$ cat src/hw/rtl/kdl_pkg.sv
// Shared types and constants for the key debounce / long-press event queue.
// No dependencies.
package kdl_pkg;

	localparam int KEYS        = 8;
	localparam int KEY_W       = 3;
	localparam int QUEUE_DEPTH = 16;
	localparam int PTR_W       = $clog2(QUEUE_DEPTH);
	localparam int CNT_W       = 4;
	localparam int TICK_W      = 16;
	localparam int CFG_IDX_W   = 3;
	localparam int CFG_DATA_W  = 16;

	localparam logic [CFG_IDX_W-1:0] REG_KEY_COUNT   = 3'd0;
	localparam logic [CFG_IDX_W-1:0] REG_ACTIVE_HIGH = 3'd1;
	localparam logic [CFG_IDX_W-1:0] REG_FILTER      = 3'd2;
	localparam logic [CFG_IDX_W-1:0] REG_LONGPRESS   = 3'd3;
	localparam logic [CFG_IDX_W-1:0] REG_PUSH_ON_REL = 3'd4;

	localparam logic [TICK_W-1:0] FILTER_RESET    = 16'd20;
	localparam logic [TICK_W-1:0] LONGPRESS_RESET = 16'd1000;

	typedef enum logic [5:0] {
		PH_IDLE     = 6'b000001,
		PH_PRESS    = 6'b000010,
		PH_HELD     = 6'b000100,
		PH_RELEASE  = 6'b001000,
		PH_LONG     = 6'b010000,
		PH_LONG_REL = 6'b100000
	} phase_t;

	// queue entry: key index in the low bits, long flag on top
	typedef struct packed {
		logic             is_long;
		logic [KEY_W-1:0] key;
	} event_t;

endpackage

$ cat src/hw/rtl/key_debounce_longpress_fifo_unit.sv
// Key debounce scanner with long-press detection and event queue.
// Depends on kdl_pkg.
//
// Usage:
//  s_* channel: one beat is either a tick (s_tuser = 0) carrying the pin
//  levels of all keys in s_tdata, or a pop request (s_tuser = 1).
//  m_* channel: exactly one result beat per input beat, in order. m_tuser is
//  1 when a pop returned an event; m_tdata carries key, long flag, the queue
//  fill after the item and a dropped flag for ticks that met a full queue.
//  cfg_* port: register writes, taken on any edge with cfg_wr_en high; the user
//  must write only while the block is idle, the block itself does not enforce it.
//  Pipeline: an accepted beat passes the stage-1 register, which takes the
//  event RAM read, and then the output register. One beat per cycle is
//  sustained while m_tready stays high. The stage-1 register lets one more
//  beat in while a result waits on m_tready; after that s_tready drops until
//  the output is taken.
//  Reset: config registers return to defaults, scanner idle, queue empty.
//  The event RAM is not cleared; only written entries are ever read.
module key_debounce_longpress_fifo_unit (
	input  logic                               clk,
	input  logic                               arst_n,
	input  logic                               cfg_wr_en,
	input  logic [kdl_pkg::CFG_IDX_W-1:0]      cfg_index,
	input  logic [kdl_pkg::CFG_DATA_W-1:0]     cfg_data,
	input  logic                               s_tvalid,
	output logic                               s_tready,
	input  logic [7:0]                         s_tdata,  // [7:0] pin_levels
	input  logic                               s_tuser,  // [0] kind
	output logic                               m_tvalid,
	input  logic                               m_tready,
	// [2:0] event_key, [3] event_long, [7:4] queue_count, [8] event_dropped
	output logic [15:0]                        m_tdata,
	output logic                               m_tuser   // [0] event_valid
);

	localparam int KW = kdl_pkg::KEY_W;
	localparam int PW = kdl_pkg::PTR_W;
	localparam int CW = kdl_pkg::CNT_W;
	localparam int TW = kdl_pkg::TICK_W;

	// configuration
	logic [3:0]    key_count_q;
	logic [7:0]    active_high_q;
	logic [TW-1:0] filter_q;
	logic [TW-1:0] longpress_q;
	logic          push_on_rel_q;

	always_ff @(posedge clk or negedge arst_n) begin
		if (!arst_n) begin
			key_count_q   <= '0;
			active_high_q <= '0;
			filter_q      <= kdl_pkg::FILTER_RESET;
			longpress_q   <= kdl_pkg::LONGPRESS_RESET;
			push_on_rel_q <= 1'b0;
		end else if (cfg_wr_en) begin
			case (cfg_index)
				kdl_pkg::REG_KEY_COUNT:   key_count_q   <= cfg_data[3:0];
				kdl_pkg::REG_ACTIVE_HIGH: active_high_q <= cfg_data[7:0];
				kdl_pkg::REG_FILTER:      filter_q      <= cfg_data[TW-1:0];
				kdl_pkg::REG_LONGPRESS:   longpress_q   <= cfg_data[TW-1:0];
				kdl_pkg::REG_PUSH_ON_REL: push_on_rel_q <= cfg_data[0];
				default: ;
			endcase
		end
	end

	// scanner and queue control state
	kdl_pkg::phase_t phase_q, phase_d;
	logic [KW-1:0]   held_key_q, held_key_d;
	logic [TW-1:0]   elapsed_q, elapsed_d;
	logic [PW-1:0]   wr_ptr_q, rd_ptr_q;
	logic [CW-1:0]   held_cnt_q, held_cnt_d;

	// pipeline
	logic          valid_s1, evalid_s1, dropped_s1;
	logic [CW-1:0] qcount_s1;
	kdl_pkg::event_t rd_data_s1;
	logic          out_valid_q, out_evalid_q, out_long_q, out_dropped_q;
	logic [KW-1:0] out_key_q;
	logic [CW-1:0] out_qcount_q;

	logic out_free, s1_free, accept;
	assign out_free = !out_valid_q || m_tready;
	assign s1_free  = !valid_s1 || out_free;
	assign s_tready = s1_free;
	assign accept   = s_tvalid && s1_free;

	// next-state logic
	logic          is_pop, is_tick;
	logic          pop_ok, push_req, push_long, push_ok, dropped_d;
	logic          held_active;
	logic [TW-1:0] elapsed_inc;
	logic          scan_hit;
	logic [KW-1:0] scan_key;

	assign is_pop  = s_tuser;
	assign is_tick = !s_tuser;
	assign held_active = (s_tdata[held_key_q] == active_high_q[held_key_q]);
	assign elapsed_inc = (elapsed_q == '1) ? elapsed_q : elapsed_q + TW'(1);

	always_comb begin
		scan_hit = 1'b0;
		scan_key = '0;
		for (int i = 0; i < kdl_pkg::KEYS; i++) begin
			if (4'(i) < key_count_q && s_tdata[i] == active_high_q[i]) begin
				scan_hit = 1'b1;
				scan_key = KW'(i);
			end
		end
	end

	always_comb begin
		phase_d    = phase_q;
		held_key_d = held_key_q;
		elapsed_d  = elapsed_q;
		push_req   = 1'b0;
		push_long  = 1'b0;
		case (phase_q)
			kdl_pkg::PH_PRESS: begin
				elapsed_d = elapsed_inc;
				if (elapsed_inc >= filter_q) begin
					if (held_active) begin
						push_req = !push_on_rel_q;
						phase_d  = kdl_pkg::PH_HELD;
					end else begin
						phase_d = kdl_pkg::PH_IDLE;
					end
				end
			end
			kdl_pkg::PH_HELD: begin
				elapsed_d = elapsed_inc;
				if (!held_active) begin
					elapsed_d = '0;
					phase_d   = kdl_pkg::PH_RELEASE;
				end else if (elapsed_inc >= longpress_q) begin
					push_req  = 1'b1;
					push_long = 1'b1;
					phase_d   = kdl_pkg::PH_LONG;
				end
			end
			kdl_pkg::PH_RELEASE: begin
				elapsed_d = elapsed_inc;
				if (elapsed_inc >= filter_q) begin
					push_req = !held_active && push_on_rel_q;
					phase_d  = kdl_pkg::PH_IDLE;
				end
			end
			kdl_pkg::PH_LONG: begin
				elapsed_d = elapsed_inc;
				if (!held_active) begin
					elapsed_d = '0;
					phase_d   = kdl_pkg::PH_LONG_REL;
				end
			end
			kdl_pkg::PH_LONG_REL: begin
				elapsed_d = elapsed_inc;
				if (elapsed_inc >= filter_q)
					phase_d = held_active ? kdl_pkg::PH_LONG : kdl_pkg::PH_IDLE;
			end
			default: begin
				phase_d = kdl_pkg::PH_IDLE;
				if (scan_hit) begin
					held_key_d = scan_key;
					elapsed_d  = '0;
					phase_d    = kdl_pkg::PH_PRESS;
				end
			end
		endcase
	end

	assign pop_ok    = is_pop && (held_cnt_q != '0);
	assign push_ok   = is_tick && push_req && (held_cnt_q < CW'(kdl_pkg::QUEUE_DEPTH - 1));
	assign dropped_d = is_tick && push_req && !push_ok;

	always_comb begin
		held_cnt_d = held_cnt_q;
		if (pop_ok)
			held_cnt_d = held_cnt_q - CW'(1);
		else if (push_ok)
			held_cnt_d = held_cnt_q + CW'(1);
	end

	always_ff @(posedge clk or negedge arst_n) begin
		if (!arst_n) begin
			phase_q    <= kdl_pkg::PH_IDLE;
			held_key_q <= '0;
			elapsed_q  <= '0;
			wr_ptr_q   <= '0;
			rd_ptr_q   <= '0;
			held_cnt_q <= '0;
		end else if (accept) begin
			if (is_tick) begin
				phase_q    <= phase_d;
				held_key_q <= held_key_d;
				elapsed_q  <= elapsed_d;
			end
			if (push_ok)
				wr_ptr_q <= wr_ptr_q + PW'(1);
			if (pop_ok)
				rd_ptr_q <= rd_ptr_q + PW'(1);
			held_cnt_q <= held_cnt_d;
		end
	end

	// event RAM: one write port, one registered read port. A push and a pop
	// never share a beat, and a write is visible to the next beat's read.
	kdl_pkg::event_t event_mem [kdl_pkg::QUEUE_DEPTH];

	always_ff @(posedge clk) begin
		if (accept && push_ok)
			event_mem[wr_ptr_q] <= '{is_long: push_long, key: held_key_q};
	end

	always_ff @(posedge clk) begin
		if (accept && pop_ok)
			rd_data_s1 <= event_mem[rd_ptr_q];
	end

	always_ff @(posedge clk or negedge arst_n) begin
		if (!arst_n)
			valid_s1 <= 1'b0;
		else if (s1_free)
			valid_s1 <= accept;
	end

	always_ff @(posedge clk) begin
		if (accept) begin
			evalid_s1  <= pop_ok;
			dropped_s1 <= dropped_d;
			qcount_s1  <= held_cnt_d;
		end
	end

	// output register
	always_ff @(posedge clk or negedge arst_n) begin
		if (!arst_n)
			out_valid_q <= 1'b0;
		else if (out_free)
			out_valid_q <= valid_s1;
	end

	always_ff @(posedge clk) begin
		if (out_free && valid_s1) begin
			out_evalid_q  <= evalid_s1;
			out_key_q     <= evalid_s1 ? rd_data_s1.key : '0;
			out_long_q    <= evalid_s1 && rd_data_s1.is_long;
			out_qcount_q  <= qcount_s1;
			out_dropped_q <= dropped_s1;
		end
	end

	assign m_tvalid = out_valid_q;
	assign m_tuser  = out_evalid_q;
	assign m_tdata  = {7'd0, out_dropped_q, out_qcount_q, out_long_q, out_key_q};

endmodule

$ cat config.mk
export PLATFORM = sky130hd
export DESIGN_NAME = key_debounce_longpress_fifo_unit
export DESIGN_NICKNAME = d
export VERILOG_FILES = /design/src/hw/rtl/kdl_pkg.sv /design/src/hw/rtl/key_debounce_longpress_fifo_unit.sv
export SDC_FILE = /design/constraint.sdc
export NUM_CORES = 1
export LEC_CHECK = 0
export BUFFER_PORTS_ARGS = -buffer_cell sky130_fd_sc_hd__buf_2
export CAP_MARGIN = 25
export CORE_MARGIN = 5
export CORE_UTILIZATION = 50
export CTS_CLUSTER_DIAMETER = 200
export DETAILED_ROUTE_END_ITERATION = 10
export PLACE_DENSITY = 0.77
export SYNTH_ARGS = -nofsm -noshare
export SYNTH_HDL_FRONTEND = slang
export SYNTH_SLANG_ARGS = --single-unit
$ cat constraint.sdc
create_clock -name clk -period 4.92 [get_ports clk]
set_input_delay 0.738 -clock clk [delete_from_list [all_inputs] [get_ports clk]]
set_output_delay 0.738 -clock clk [all_outputs]
set_load 0.01 [all_outputs]
==> metrics <==
WP buf/inv 2; core area 16600 µm²; nature of the critical path startpoint flop; GPL Wtd Cong a little under 0.9; reg2reg end event_mem[10][2]; row cnt 47; number of flops mapped to enable cells by yosys 84; drt first pass iters 5; wire per inst 17.6 µm; number of global-route vias before repair about 5600; DRT Wirelength 17000 µm; root buf cell clkbuf_16; io pins 52; I/O Buffers 44; clk_lat worst skew between 400 and 500 ps; grt total ovfl 0; R2R cell count 15; crit path capture type flop; Clock Skews approximately 9 ps; Slew HR 19.6%; Leak between 3 and 4 nW; Unique masters post-synth 68; initial antenna violation count 0; Primary FF master, synth edfxtp_1; Hold-fix buffers, CTS 0; Pwr Density approximately 450 nW/µm²; share of flip-flops with an asynchronous set or reset 50.0%; Worst Path Required approximately 5100 ps; CP arrival 4870 ps; Mapped Area between 8000 and 9000 µm²; DRC Markers 0; Top delay family on crit path simple AND/OR/NAND/NOR gates; final hold violation count 0; f_max between 0.2 and 0.25 GHz; Synth Area in XOR/XNOR under 10%; Synth Area in Compound Gates under 10%; Hold Crit Class input port to async pin; ant diodes 0; final instance area around 9600 µm²; clock sinks 168; Die Area around 20000 µm²; largest net degree at the start of global routing 85; Starting Density between 50% and 60%; Fillers around 1300; Storage cell area around 4600 µm²; Vias 5413; worst r2r src elapsed_q[3]; Max Fanout on Critical Path 7; Critical Path Max Stage Delay between 500 and 600 ps; Least-Margin Pin Slew ~1200 ps; die height roughly 140 µm; DP HPWL 11900 µm; max-slew violation count 0; register area share after synthesis roughly 55%; maxcap violations 0; Post-DP Area just under 9000 µm²; area of the multi-input gates ~3600 µm²; CTS tree done; cells after synthesis between 600 and 700; peak supply drop 0.317 mV; CP max-delay cell or4_1; status finished, final reports clean; total CTS buffers 17; Total Power ~4.3 mW; post-route insts no fill ~970; #FFs+latches synth roughly 170; global-route wire length before repair ~28000 µm; Nets between 800 and 900; post-synthesis mux area share a little over a tenth; routed vias/inst about 5.6; Post-Synth Adder-Cell Area 5.92%; clock slew at reported path FFs about 70 ps; synth-to-layout area growth 13.3%; DRT iter0 DRCs approximately 400; Crit Path Category flop to flop; Post-Synth Simple-Gate Area around 11%; r2r setup slk between 200 and 250 ps; Mapped Avg Cell Area between 10 and 15 µm²; H-tree Lvls 4; total track usage 18.0%; largest family of logic cells by synthesized area simple AND/OR/NAND/NOR gates; DP Cell Count 931; synth warn 0; Final ANT Viol Nets 0; layout cell share with drive strength beyond 1 a little under a quarter; DIE WIDTH approximately 140 µm; largest buffer count on any clock path 2; final setup fails 0; crit share post-route approximately 95%; Tmin final between 4000 and 5000 ps; crit-path cells nand4_1, or4_1, or4_1, buf_4, mux2_2, ha_1, o211ai_1, a21oi_1, o41a_1, o21ai_1, a22oi_4, o21ai_4, nor4_2, buf_4, and2_1
[placed cells by master (no fill, tap or decap), types with 6 or more instances in the layout]
cell / instances
xnor2_1: 22
buf_4: 12
dfrtp_1: 75
nand2_1: 43
nand4_1: 8
o211ai_1: 6
nand2b_1: 10
edfxtp_1: 84
dfstp_2: 9
conb_1: 7
clkbuf_16: 17
mux4_2: 21
buf_2: 43
mux2_2: 35
a22o_1: 8
and2_1: 21
a21oi_1: 24
nor2_1: 33
inv_1: 51
ha_1: 40
nor3_1: 9
a21o_1: 8
nand3_1: 20
xor2_1: 9
o21ai_0: 37
[what timing repair did]
action,CTS,global route
setup endpoints to repair,0,75
buffers inserted,0,4
gates resized for setup,0,13
[stage by stage]
step           hold slack [ps]  TNS, ps  utilization (%)  worst slack (ps)
2_1_floorplan              400        0                -               262
3_3_place_gp               407        0             53.5               260
3_5_place_dp               410        0             53.7              78.2
4_1_cts                    426        0             57.0              64.3
5_1_grt                    220     -627             57.7             -53.1
6_report                   207        0             57.7               224
[state kept, by name, indices dropped and copies added, names as in the netlist, 3 cells and up]
signal,flops
event_mem,64
phase_q,6
held_cnt_q,4
held_key_q,3
rd_data_s1,4
out_qcount_q,4
out_key_q,3
longpress_q,16
qcount_s1,4
active_high_q,8
wr_ptr_q,4
elapsed_q,16
rd_ptr_q,4
key_count_q,4
filter_q,16
[how the worst max path moves through the flow]
stage | to | start | slack, ps | cells past startpoint
after floorplan | event_mem[0][0] | elapsed_q[3] | 260 | 17
after global placement | held_key_q[1] | elapsed_q[3] | 260 | 16
after detailed placement | held_key_q[1] | elapsed_q[3] | 80 | 16
after CTS | held_key_q[1] | elapsed_q[3] | 60 | 16
after global routing | qcount_s1[2] | elapsed_q[3] | -50 | 15
final | event_mem[10][2] | elapsed_q[3] | 220 | 15
[synthesized netlist by cell type (all sizes together), types with 3 or more instances]
library cell  number  area, µm²
a2111oi            4       41.3
a211oi             6       45.0
a21o               8       60.1
a21oi             24        120
a22o               8       70.1
a31oi              5       31.3
and2              23        146
buf               14       96.3
clkbuf            16       60.1
dfrtp             75       1880
dfstp              9        236
edfxtp            84       2520
ha                40        500
inv               51        191
mux2              36        409
mux2i              4       40.0
mux4              21        473
nand2             44        165
nand2b            10       62.6
nand3             20        100
nand4              8       50.1
nor2              33        124
nor2b              4       25.0
nor3              10       50.1
nor3b              3       22.5
nor4               7       56.3
o211ai             7       57.6
o21a               5       37.5
o21ai             39        206
o31ai              4       30.0
or2                3       21.3
or3                3       25.0
xnor2             22        193
xor2               9       78.8
[kinds of logic (layout without fill, tap and decap cells)]
| family | after synthesis | count (layout) |
|---|---|---|
| multiplexers | 61 | 61 |
| adder cells (fa/ha/maj) | 40 | 40 |
| other | 1 | 7 |
| AND/OR/NAND/NOR | 179 | 179 |
| XOR/XNOR | 31 | 31 |
| AO/OA/AOI/OAI | 122 | 122 |
| flip-flops | 168 | 168 |
| buffers and inverters | 82 | 140 |
[cell type report]
cell class / instances / share of cell area [%]
repair buffers: 57 / 3.76
multi-input cells: 440 / 37.1
flip-flops and latches: 168 / 48.4
clock buffers: 18 / 4.48
well taps: 220 / 2.87
inverters: 51 / 2.00
clock inverters: 14 / 1.39
[report_power, final]
part | total (mW) | internal, mW | leakage (nW) | switching [mW]
clock | 1.25 | 0.669 | 0.269 | 0.586
sequential | 2.00 | 1.74 | 1.80 | 0.258
combinational | 1.02 | 0.523 | 1.85 | 0.497
[routing by layer]
metal | vias to the layer above | global-route usage, % | part of all wire (%)
li1 | 2593 | - | -
met1 | 2672 | 23.5 | 44
met2 | 125 | 30.1 | 50
met3 | 23 | 4.29 | 4.0
met4 | 0 | 5.71 | 1.7
met5 | - | 0 | 0
Note: power is estimated with default switching activity, not from simulation.
